**src/rtl/sacm_pkg.sv**
```systemverilog
// ----------------------------------------------------------------------------
// sacm_pkg
//
// Shared types, constants and the victim LFSR step of the cache hit model.
// ----------------------------------------------------------------------------
package sacm_pkg;

   localparam int ADDR_W     = 32;
   localparam int CNT_W      = 32;
   localparam int LFSR_W     = 16;
   localparam logic [LFSR_W-1:0] LFSR_SEED = 16'hACE1;

   localparam logic OP_LOAD  = 1'b0;
   localparam logic OP_STORE = 1'b1;

   typedef struct packed {
      logic clear;        // clear one row of valid bits
      logic accept;       // capture request, read set rows
      logic pick_victim;  // advance LFSR, latch victim way
      logic commit;       // update store, counters, output register
   } cmd_type;

   typedef struct packed {
      logic load_miss;
      logic clear_last;
   } status_type;

   // Fibonacci, taps 16,14,13,11, shifting right
   function automatic logic [LFSR_W-1:0] lfsr_step(input logic [LFSR_W-1:0] s);
      logic fb;
      fb = s[0] ^ s[2] ^ s[3] ^ s[5];
      return {fb, s[LFSR_W-1:1]};
   endfunction

endpackage

```
**src/rtl/sacm_datapath.sv**
```systemverilog
// ----------------------------------------------------------------------------
// sacm_datapath
//
// Tag and valid memories, way compare, victim LFSR with modulo by reciprocal,
// hit and miss counters and the result register.
// ----------------------------------------------------------------------------
module sacm_datapath #(
   parameter int OFF_BITS = 6,
   parameter int SET_BITS = 3,
   parameter int WAYS     = 2
) (
   input  logic                          clock,
   input  logic                          reset,
   input  sacm_pkg::cmd_type             cmd,
   output sacm_pkg::status_type          status,
   input  logic                          req_op,
   input  logic [sacm_pkg::ADDR_W-1:0]   req_address,
   output logic                          rsp_hit,
   output logic                          rsp_way,
   output logic                          rsp_filled,
   output logic [sacm_pkg::CNT_W-1:0]    rsp_hit_total,
   output logic [sacm_pkg::CNT_W-1:0]    rsp_miss_total
);
   import sacm_pkg::*;

   localparam int NUM_SETS  = 1 << SET_BITS;
   localparam int SET_IDX_W = (SET_BITS == 0) ? 1 : SET_BITS;
   localparam int SHIFT     = OFF_BITS + SET_BITS;
   localparam int TAG_W     = ADDR_W - SHIFT;
   localparam int WAY_W     = (WAYS > 1) ? $clog2(WAYS) : 1;
   localparam logic [SET_IDX_W-1:0] SET_MASK = SET_IDX_W'(NUM_SETS - 1);
   localparam logic [SET_IDX_W-1:0] SET_LAST = SET_IDX_W'(NUM_SETS - 1);

   // exact floor(x / WAYS) for any LFSR value: x * RCP_M >> RCP_SH
   localparam int RCP_SH = LFSR_W + $clog2(WAYS);
   localparam int RCP_W  = LFSR_W + 1;
   localparam int PRD_W  = LFSR_W + RCP_W;
   localparam logic [RCP_W-1:0] RCP_M =
      RCP_W'(((64'd1 << RCP_SH) + 64'(WAYS) - 64'd1) / 64'(WAYS));

   // memories: one row per set
   logic [WAYS*TAG_W-1:0] tag_mem   [NUM_SETS];
   logic [WAYS-1:0]       valid_mem [NUM_SETS];

   logic [WAYS*TAG_W-1:0] tag_row_ff;
   logic [WAYS-1:0]       valid_row_ff;
   logic                  op_ff;
   logic [ADDR_W-1:0]     addr_ff;

   logic [SET_IDX_W-1:0]  req_set, cur_set;
   logic [TAG_W-1:0]      cur_tag;

   logic [SET_IDX_W-1:0]  clr_ptr_ff, clr_ptr_in;
   logic                  clear_last;

   logic [LFSR_W-1:0]     lfsr_ff, lfsr_in, lfsr_nx;
   logic [PRD_W-1:0]      rcp_prod;
   logic [LFSR_W-1:0]     rcp_quo;
   logic [LFSR_W-1:0]     rcp_rem;
   logic [WAY_W-1:0]      victim_way;
   logic [WAY_W-1:0]      res_ff, res_in;

   logic                  hit;
   logic [WAY_W-1:0]      hit_way;
   logic                  is_load, fill;

   logic [WAYS*TAG_W-1:0] tag_row_wr;
   logic [WAYS-1:0]       valid_row_wr;
   logic                  valid_we;
   logic [SET_IDX_W-1:0]  valid_addr;
   logic [WAYS-1:0]       valid_data;

   logic [CNT_W-1:0]      hit_cnt_ff, hit_cnt_in;
   logic [CNT_W-1:0]      miss_cnt_ff, miss_cnt_in;
   logic                  rsp_hit_ff, rsp_way_ff, rsp_filled_ff;
   logic [CNT_W-1:0]      rsp_hit_total_ff, rsp_miss_total_ff;

   // address split
   assign req_set = SET_IDX_W'(req_address >> OFF_BITS) & SET_MASK;
   assign cur_set = SET_IDX_W'(addr_ff >> OFF_BITS) & SET_MASK;
   assign cur_tag = TAG_W'(addr_ff >> SHIFT);

   // way compare; the highest matching way wins
   always_comb begin
      hit     = 1'b0;
      hit_way = '0;
      for (int i = 0; i < WAYS; i++) begin
         if (valid_row_ff[i] && (tag_row_ff[i*TAG_W +: TAG_W] == cur_tag)) begin
            hit     = 1'b1;
            hit_way = WAY_W'(i);
         end
      end
   end

   assign is_load = (op_ff == OP_LOAD);
   assign fill    = is_load && !hit;

   // victim way: the new LFSR value modulo WAYS
   assign lfsr_nx    = lfsr_step(lfsr_ff);
   assign rcp_prod   = PRD_W'(lfsr_nx) * PRD_W'(RCP_M);
   assign rcp_quo    = LFSR_W'(rcp_prod >> RCP_SH);
   assign rcp_rem    = lfsr_nx - (rcp_quo * LFSR_W'(WAYS));
   assign victim_way = WAY_W'(rcp_rem);

   always_comb begin
      lfsr_in = lfsr_ff;
      res_in  = res_ff;
      if (cmd.pick_victim) begin
         lfsr_in = lfsr_nx;
         res_in  = victim_way;
      end
   end

   // row images for the fill
   always_comb begin
      for (int i = 0; i < WAYS; i++) begin
         tag_row_wr[i*TAG_W +: TAG_W] = (WAY_W'(i) == res_ff) ? cur_tag :
                                        tag_row_ff[i*TAG_W +: TAG_W];
         valid_row_wr[i] = (WAY_W'(i) == res_ff) ? 1'b1 : valid_row_ff[i];
      end
   end

   // clearing pass over the valid memory
   assign clear_last = (clr_ptr_ff == SET_LAST);
   assign clr_ptr_in = cmd.clear ? (clear_last ? '0 : clr_ptr_ff + 1'b1) : clr_ptr_ff;

   assign valid_we   = cmd.clear || (cmd.commit && fill);
   assign valid_addr = cmd.clear ? clr_ptr_ff : cur_set;
   assign valid_data = cmd.clear ? '0 : valid_row_wr;

   always_ff @(posedge clock) begin
      if (cmd.commit && fill) tag_mem[cur_set] <= tag_row_wr;
      if (cmd.accept) tag_row_ff <= tag_mem[req_set];
   end

   always_ff @(posedge clock) begin
      if (valid_we) valid_mem[valid_addr] <= valid_data;
      if (cmd.accept) valid_row_ff <= valid_mem[req_set];
   end

   // counters
   assign hit_cnt_in  = hit_cnt_ff  + CNT_W'(is_load && hit);
   assign miss_cnt_in = miss_cnt_ff + CNT_W'(fill);

   always_ff @(posedge clock) begin
      if (reset) begin
         clr_ptr_ff  <= '0;
         lfsr_ff     <= LFSR_SEED;
         hit_cnt_ff  <= '0;
         miss_cnt_ff <= '0;
      end else begin
         clr_ptr_ff <= clr_ptr_in;
         lfsr_ff    <= lfsr_in;
         if (cmd.commit) begin
            hit_cnt_ff  <= hit_cnt_in;
            miss_cnt_ff <= miss_cnt_in;
         end
      end
   end

   // payload registers
   always_ff @(posedge clock) begin
      res_ff <= res_in;
      if (cmd.accept) begin
         op_ff   <= req_op;
         addr_ff <= req_address;
      end
      if (cmd.commit) begin
         rsp_hit_ff        <= hit;
         rsp_way_ff        <= fill ? res_ff[0] : hit_way[0];
         rsp_filled_ff     <= fill;
         rsp_hit_total_ff  <= hit_cnt_in;
         rsp_miss_total_ff <= miss_cnt_in;
      end
   end

   assign status.load_miss  = fill;
   assign status.clear_last = clear_last;

   assign rsp_hit        = rsp_hit_ff;
   assign rsp_way        = rsp_way_ff;
   assign rsp_filled     = rsp_filled_ff;
   assign rsp_hit_total  = rsp_hit_total_ff;
   assign rsp_miss_total = rsp_miss_total_ff;

endmodule

```
**config.mk**
```make
export PLATFORM = sky130hd
export DESIGN_NAME = sacm_datapath
export DESIGN_NICKNAME = d
export VERILOG_FILES = /design/src/rtl/sacm_pkg.sv /design/src/rtl/sacm_datapath.sv
export SDC_FILE = /design/constraint.sdc
export NUM_CORES = 1
export LEC_CHECK = 0
export ABC_AREA = 1
export BUFFER_PORTS_ARGS = -buffer_cell sky130_fd_sc_hd__buf_2
export CAP_MARGIN = 20
export CORE_UTILIZATION = 60
export DETAILED_ROUTE_END_ITERATION = 10
export GPL_TIMING_DRIVEN = 0
export HOLD_SLACK_MARGIN = 0.06
export PLACE_DENSITY = 0.84
export SYNTH_ARGS = -nofsm -noshare
export SYNTH_HDL_FRONTEND = slang
export SYNTH_SLANG_ARGS = --single-unit
```
**constraint.sdc**
```tcl
create_clock -name clock -period 4.5 [get_ports clock]
set_input_delay 0.9 -clock clock [delete_from_list [all_inputs] [get_ports clock]]
set_output_delay 0.9 -clock clock [all_outputs]
set_load 0.01 [all_outputs]
```
# ---- After elaboration in Yosys (flattened, before gate mapping)
# Memory sizes are Yosys's and may differ from the RTL's. A register that Yosys moved wholly into a read port is not among the register bits.
# Index checks and enable logic that the tools add are counted.
dict set report op_classes {
  add_sub_neg 4
  eq_ne 3
  mux 15
  bitwise 4
  reduce_logical 7
}
# cell count
set op_table {}
lappend op_table {{adder 32 x 1 -> 32 bit} 2}
lappend op_table {{equality test 23 bit} 2}
lappend op_table {{2-to-1 mux 23 bit} 2}
lappend op_table {{2-to-1 mux 1 bit} 10}
lappend op_table {{2-to-1 mux 3 bit} 2}
lappend op_table {{logical AND 1 bit} 5}
lappend op_table {{adder 3 x 1 -> 3 bit (second input constant)} 1}
lappend op_table {{equality test 3 bit (second input constant)} 1}
lappend op_table {{XOR 1 bit} 3}
lappend op_table {{2-to-1 mux 2 bit} 1}
lappend op_table {{logical NOT 1 bit} 1}
lappend op_table {{logical OR 1 bit} 1}
lappend op_table {{NOT 1 bit} 1}
lappend op_table {{subtractor 1 bit (second input constant)} 1}
dict set report totals {
  regBits 184
  mem_bits_rw 384
  input_bits 39
  n_memories 2
}
# memory depth word_bits read_ports rd_clocked_by_memory_dff write_ports line_no
set mem_list {}
lappend mem_list {tag_mem 8 46 1 1 1 sacm_datapath.sv:42} ;# logic [WAYS*TAG_W-1:0] tag_mem [NUM_SETS];
lappend mem_list {valid_mem 8 2 1 1 1 sacm_datapath.sv:43} ;# logic [WAYS-1:0] valid_mem [NUM_SETS];

# ---- Depth between registers and ports, before layout
dict set report depth {
  word_depth 10
  ltp_mapped 22
  ltp_nobuf 22
}

# ---- Worst setup path after synthesis
# Ideal clock, no wire load.
dict set report synth_path {
  path_kind {input port to flip-flop}
  start {in cmd[0] (netlist name)}
  end {mem tag_mem[0][0] (netlist name) (enable)}
  setup_ns 0.449
  t_arrival_ns 3.438
  required_ns 4.051
  setup_slack_ns 0.612
  path_stages 4
  n_path_buf 2
  path_cell_list {clkbuf_1 -> nand4_2 -> buf_2 -> nor2_1}
}
dict set report synth_between {
  elab_chain_cells 3
}
# element line_no
set synth_rtl {}
lappend synth_rtl {{start: declaration} sacm_datapath.sv:14} ;# input sacm_pkg::cmd_type cmd,
lappend synth_rtl {{logical AND 1 bit} sacm_datapath.sv:132} ;# if (cmd.commit && fill) tag_mem[cur_set] <= tag_row_wr;
lappend synth_rtl {{2-to-1 mux 1 bit} sacm_datapath.sv:132}
lappend synth_rtl {{2-to-1 mux 1 bit (implied by the code)} sacm_datapath.sv:132}
lappend synth_rtl {{end: declaration} sacm_datapath.sv:42}
# No other way between the ends.

# ---- Worst setup path after layout
dict set report layout_path {
  start {reg addr_ff[17]}
  end {out status[1] (netlist name)}
}
dict set report layout_between {
  elab_chain_cells 6
  elab_cells_between_ends 8
}
# element line_no
set layout_rtl {}
lappend layout_rtl {{start: declaration} sacm_datapath.sv:48} ;# logic [ADDR_W-1:0] addr_ff;
lappend layout_rtl {{start signal: assignment} sacm_datapath.sv:166} ;# addr_ff <= req_address;
lappend layout_rtl {{equality test 23 bit} sacm_datapath.sv:88} ;# if (valid_row_ff[i] && (tag_row_ff[i*TAG_W +: TAG_W] == cur_tag)) begin
lappend layout_rtl {{logical AND 1 bit} sacm_datapath.sv:88}
lappend layout_rtl {{2-to-1 mux 1 bit} sacm_datapath.sv:88}
lappend layout_rtl {{2-to-1 mux 1 bit (*)} sacm_datapath.sv:88}
lappend layout_rtl {{via hit} sacm_datapath.sv:63} ;# logic hit;
lappend layout_rtl {{logical NOT 1 bit (*)} sacm_datapath.sv:96} ;# assign fill = is_load && !hit;
lappend layout_rtl {{logical AND 1 bit (*)} sacm_datapath.sv:96}
lappend layout_rtl {{end: declaration} sacm_datapath.sv:15} ;# output sacm_pkg::status_type status,
# Mark *: on every way through the listed nets, which the timed path passes. The rest lies on a longest branch.

==> summary.txt <==
Route
  – Final wirelength: 62980 um
  – Vias/cell: 5.933
  – Initial detailed-routing violation count: 1776
  – Vias: 18150
  – WL per Instance: 20.59 um
  – Routed Antenna Nets: 0
  – 1st-pass router iterations: 8
  – DRC Markers: 0

CTS
  – Register clock-pin slew on the reported worst setup and hold paths: 0.06 ns
  – Clk buf depth: 3
  – Clk Tree Root Cell: clkbuf_16
  – Hold-fix buffers at CTS: 0
  – Num CTS Buffers: 59
  – Worst-Skew Late Latency: 0.64 ns
  – CTS tree: done
  – H-tree levels: 2
  – Post-CTS sizing: 0
  – Post-CTS Setup Repair Bufs: 0
  – Clock sink total: 610

Logic synthesis
  – Adder-cell area share of the yosys netlist: 0.2972%
  – Most instantiated library cell after synthesis: edfxtp_1
  – Post-synthesis mux area share: 0%
  – Most used DFF post-synth: edfxtp_1
  – Largest family of logic cells by synthesized area: simple AND/OR/NAND/NOR gates
  – Register area share after synthesis: 69.22%
  – Post-Syn Area: 0.02526 sq mm
  – FF+latch count, synth: 610
  – Post-Synth Simple-Gate Area: 13.73%
  – Synth Area in Compound Gates: 10.28%
  – Mapped Cells: 2303
  – Post-synth top cells: 527 x edfxtp_1, 460 x nor2_1, 312 x o21ai_0
  – Synth top area share: 62.64%
  – Area contributors post-synth: edfxtp_1 63%, nor2_1 6.8%, dfxtp_1 6.6%, o21ai_0 6.2%, nand2_1 3.9%
  – Ys async rst share: 0%
  – Post-synthesis xor/xnor area fraction: 1.659%
  – Synth cell types: 41
  – Syn nets: 2348
  – Yosys warnings: 0
  – Post-Syn Area per Cell: 10.97 sq um
  – Number of synthesized flops with an enable pin: 527
  – Area leader, netlist: edfxtp_1

Setup path
  – Critical R2R Launch: addr_ff[17]
  – Stages on the worst setup path: 10
  – Critical Path Source Type: register
  – Critical Path Max Stage Delay: 0.53 ns
  – Crit-path leading delay family: simple AND/OR/NAND/NOR gates
  – CP Launch Point: addr_ff[17]
  – Cells on worst reg2reg path: 19
  – R2R Setup Slk: 1.10 ns
  – Crit path max fanout: 4
  – Most used cell, CP: nor2_1
  – WP data required: 3.60 ns
  – CP max stage cell: edfxtp_1
  – RR Endpoint: miss_cnt_ff[26]
  – Crit path buffers/inverters: 3
  – Arr. time, crit path: 2.62 ns
  – Critical Path End Type: primary output
  – CP Class: register to primary output
  – Worst setup path end: status[1]
  – Cell chain of the critical path: inv_1 -> o21ai_0 -> nor2_1 -> nand2_1 -> nor2_1 -> nand3_1 -> nand2_1 -> nor2_1 -> buf_4 -> buf_2

Global routing
  – Gr ovfl total: 0
  – Pin count of the biggest net entering global routing: 56
  – First-pass GRT wire length: 96810 um
  – GRT Util Overall: 29.41%
  – Initial antenna violation count: 0
  – Vias in the first global route: 17870

Worst hold path
  – Hold path start: req_address[29]
  – Hold crit path type: input pin to register

Cells and area
  – Combined area of the multi-input logic cells: 0.006619 sq mm
  – Share of post-route cells with drive strength above 1: 10.77%
  – Area of all sequential standard cells: 0.01749 sq mm
  – Post-Layout Inst Area: 0.02862 sq mm
  – Nets: 2521
  – Fillcell total: 2775
  – Area grow syn2layout: 13.29%

Power
  – Power Dens Cells: 434.4 mW/mm^2
  – Comb power frac: 7.7%
  – Internal power: 9.492 mW
  – Pwr Total: 12.43 mW
  – Flop pwr share: 52.9%
  – Clock power frac: 39.4%
  – Max VDD drop: 0.4019 mV
  – P_sw: 2.941 mW
  – Sw Share: 23.66%
  – Leakage Power: 10.82 nW

Timing
  – Slew headroom: 23.35%
  – Setup TNS: 0 ns
  – Crit share post-route: 78.31%
  – Slew Viols, Final: 0
  – Final min period: 3.524 ns
  – RSZ-0062 raised after global routing: false
  – Hold WS: 0.4408 ns
  – Final-report hold violation count: 0
  – Fin worst setup slack: 0.9760 ns
  – Worst clock skew: 0.02729 ns
  – Fmax: 283.8 MHz
  – Final setup viols: 0
  – Tightest Pin Transition: 1.138 ns

Job
  – Max_cap viols: 0

Place
  – Placed cell area: 0.02670 sq mm
  – DP Worst Slack: 0.7624 ns
  – GP Congestion: 0.9602
  – Hpwl dp: 42230 um
  – IO buf count: 100

Floorplan
  – I/O pins: 108
  – Starting density of the core: 61.31%
  – Num rows: 74
  – Die area: 0.04293 sq mm
  – Core ar.: 0.04120 sq mm
  – Die Y: 207.2 um
  – Chip width: 207.2 um

Run status
  – Outcome: complete, no violations
logic make-up after synthesis:
kind of cell               Yosys count
and+or+nand+nor                    834
AOI/OAI and AO/OA                  492
DFF                                610
xor gates and xnor gates            47
buffers and inverters              314
adders and majority gates            6
worst min-delay path by stage:
stage | endpoint | depth (start not counted)
floorplan | res_ff | 0
global placement | res_ff | 0
detailed placement | res_ff | 0
CTS | addr_ff[29] | 1
global route | addr_ff[20] | 1
finish | addr_ff[29] | 1
layer usage:
metal | track usage [%] | share of wire [%] | vias up
li1 | - | - | 8275
met1 | 37.13 | 37 | 8578
met2 | 49.69 | 49 | 1128
met3 | 5.397 | 10 | 167
met4 | 13.46 | 3.5 | 0
met5 | 0 | 0 | -
cell type report:
cell class / instances / area share, %
inverters: 202 / 2.654
plain buffers: 112 / 1.600
flip-flops and latches: 610 / 61.10
clock inverters: 32 / 1.054
repair buffers: 112 / 2.536
diodes: 1 / 0.008744
multi-input cells: 1379 / 23.13
well taps: 532 / 2.326
clock buffers: 79 / 5.596
power groups by stage:
stage | combinational, mW | sequential [mW] | clock, mW
global placement | 0.871 | 6.69 | 0
floorplan | 0.547 | 6.66 | 0
finish | 0.961 | 6.58 | 4.89
CTS | 0.942 | 6.57 | 4.90
global route | 1.05 | 6.59 | 5.14
detailed placement | 0.930 | 6.69 | 0
flip-flops by register name, summed over array words and instances (netlist names):
| register | flops |
|---|---|
| lfsr_ff | 16 |
| rsp_hit | 1 |
| valid_row_ff | 2 |
| hit_cnt_ff | 32 |
| res_ff | 1 |
| clr_ptr_ff | 3 |
| rsp_hit_total | 32 |
| miss_cnt_ff | 32 |
| rsp_miss_total | 32 |
| rsp_way | 1 |
| op_ff | 1 |
| addr_ff | 26 |
| tag_row_ff | 46 |
| tag_mem | 368 |
| rsp_filled | 1 |
| valid_mem | 16 |
cells in the final DEF, fill, tap and decap left out, drive strengths merged, types with 44 or more instances in the layout:
cell / instances
dfxtp: 83
nor2: 472
o22ai: 48
a31oi: 49
a21oi: 62
inv: 204
buf: 138
nand2: 271
nand3: 47
clkbuf: 165
edfxtp: 527
o21ai: 331
xor2: 44
metrics by stage:
step | utilization (%) | cells
finish | 69.46 | 3059
global route | 69.46 | 3058
CTS | 69.42 | 3056
detailed placement | 64.80 | 2945
global placement | 64.15 | 2935
floorplan | - | 2303
Note: power is estimated with default switching activity, not from simulation.
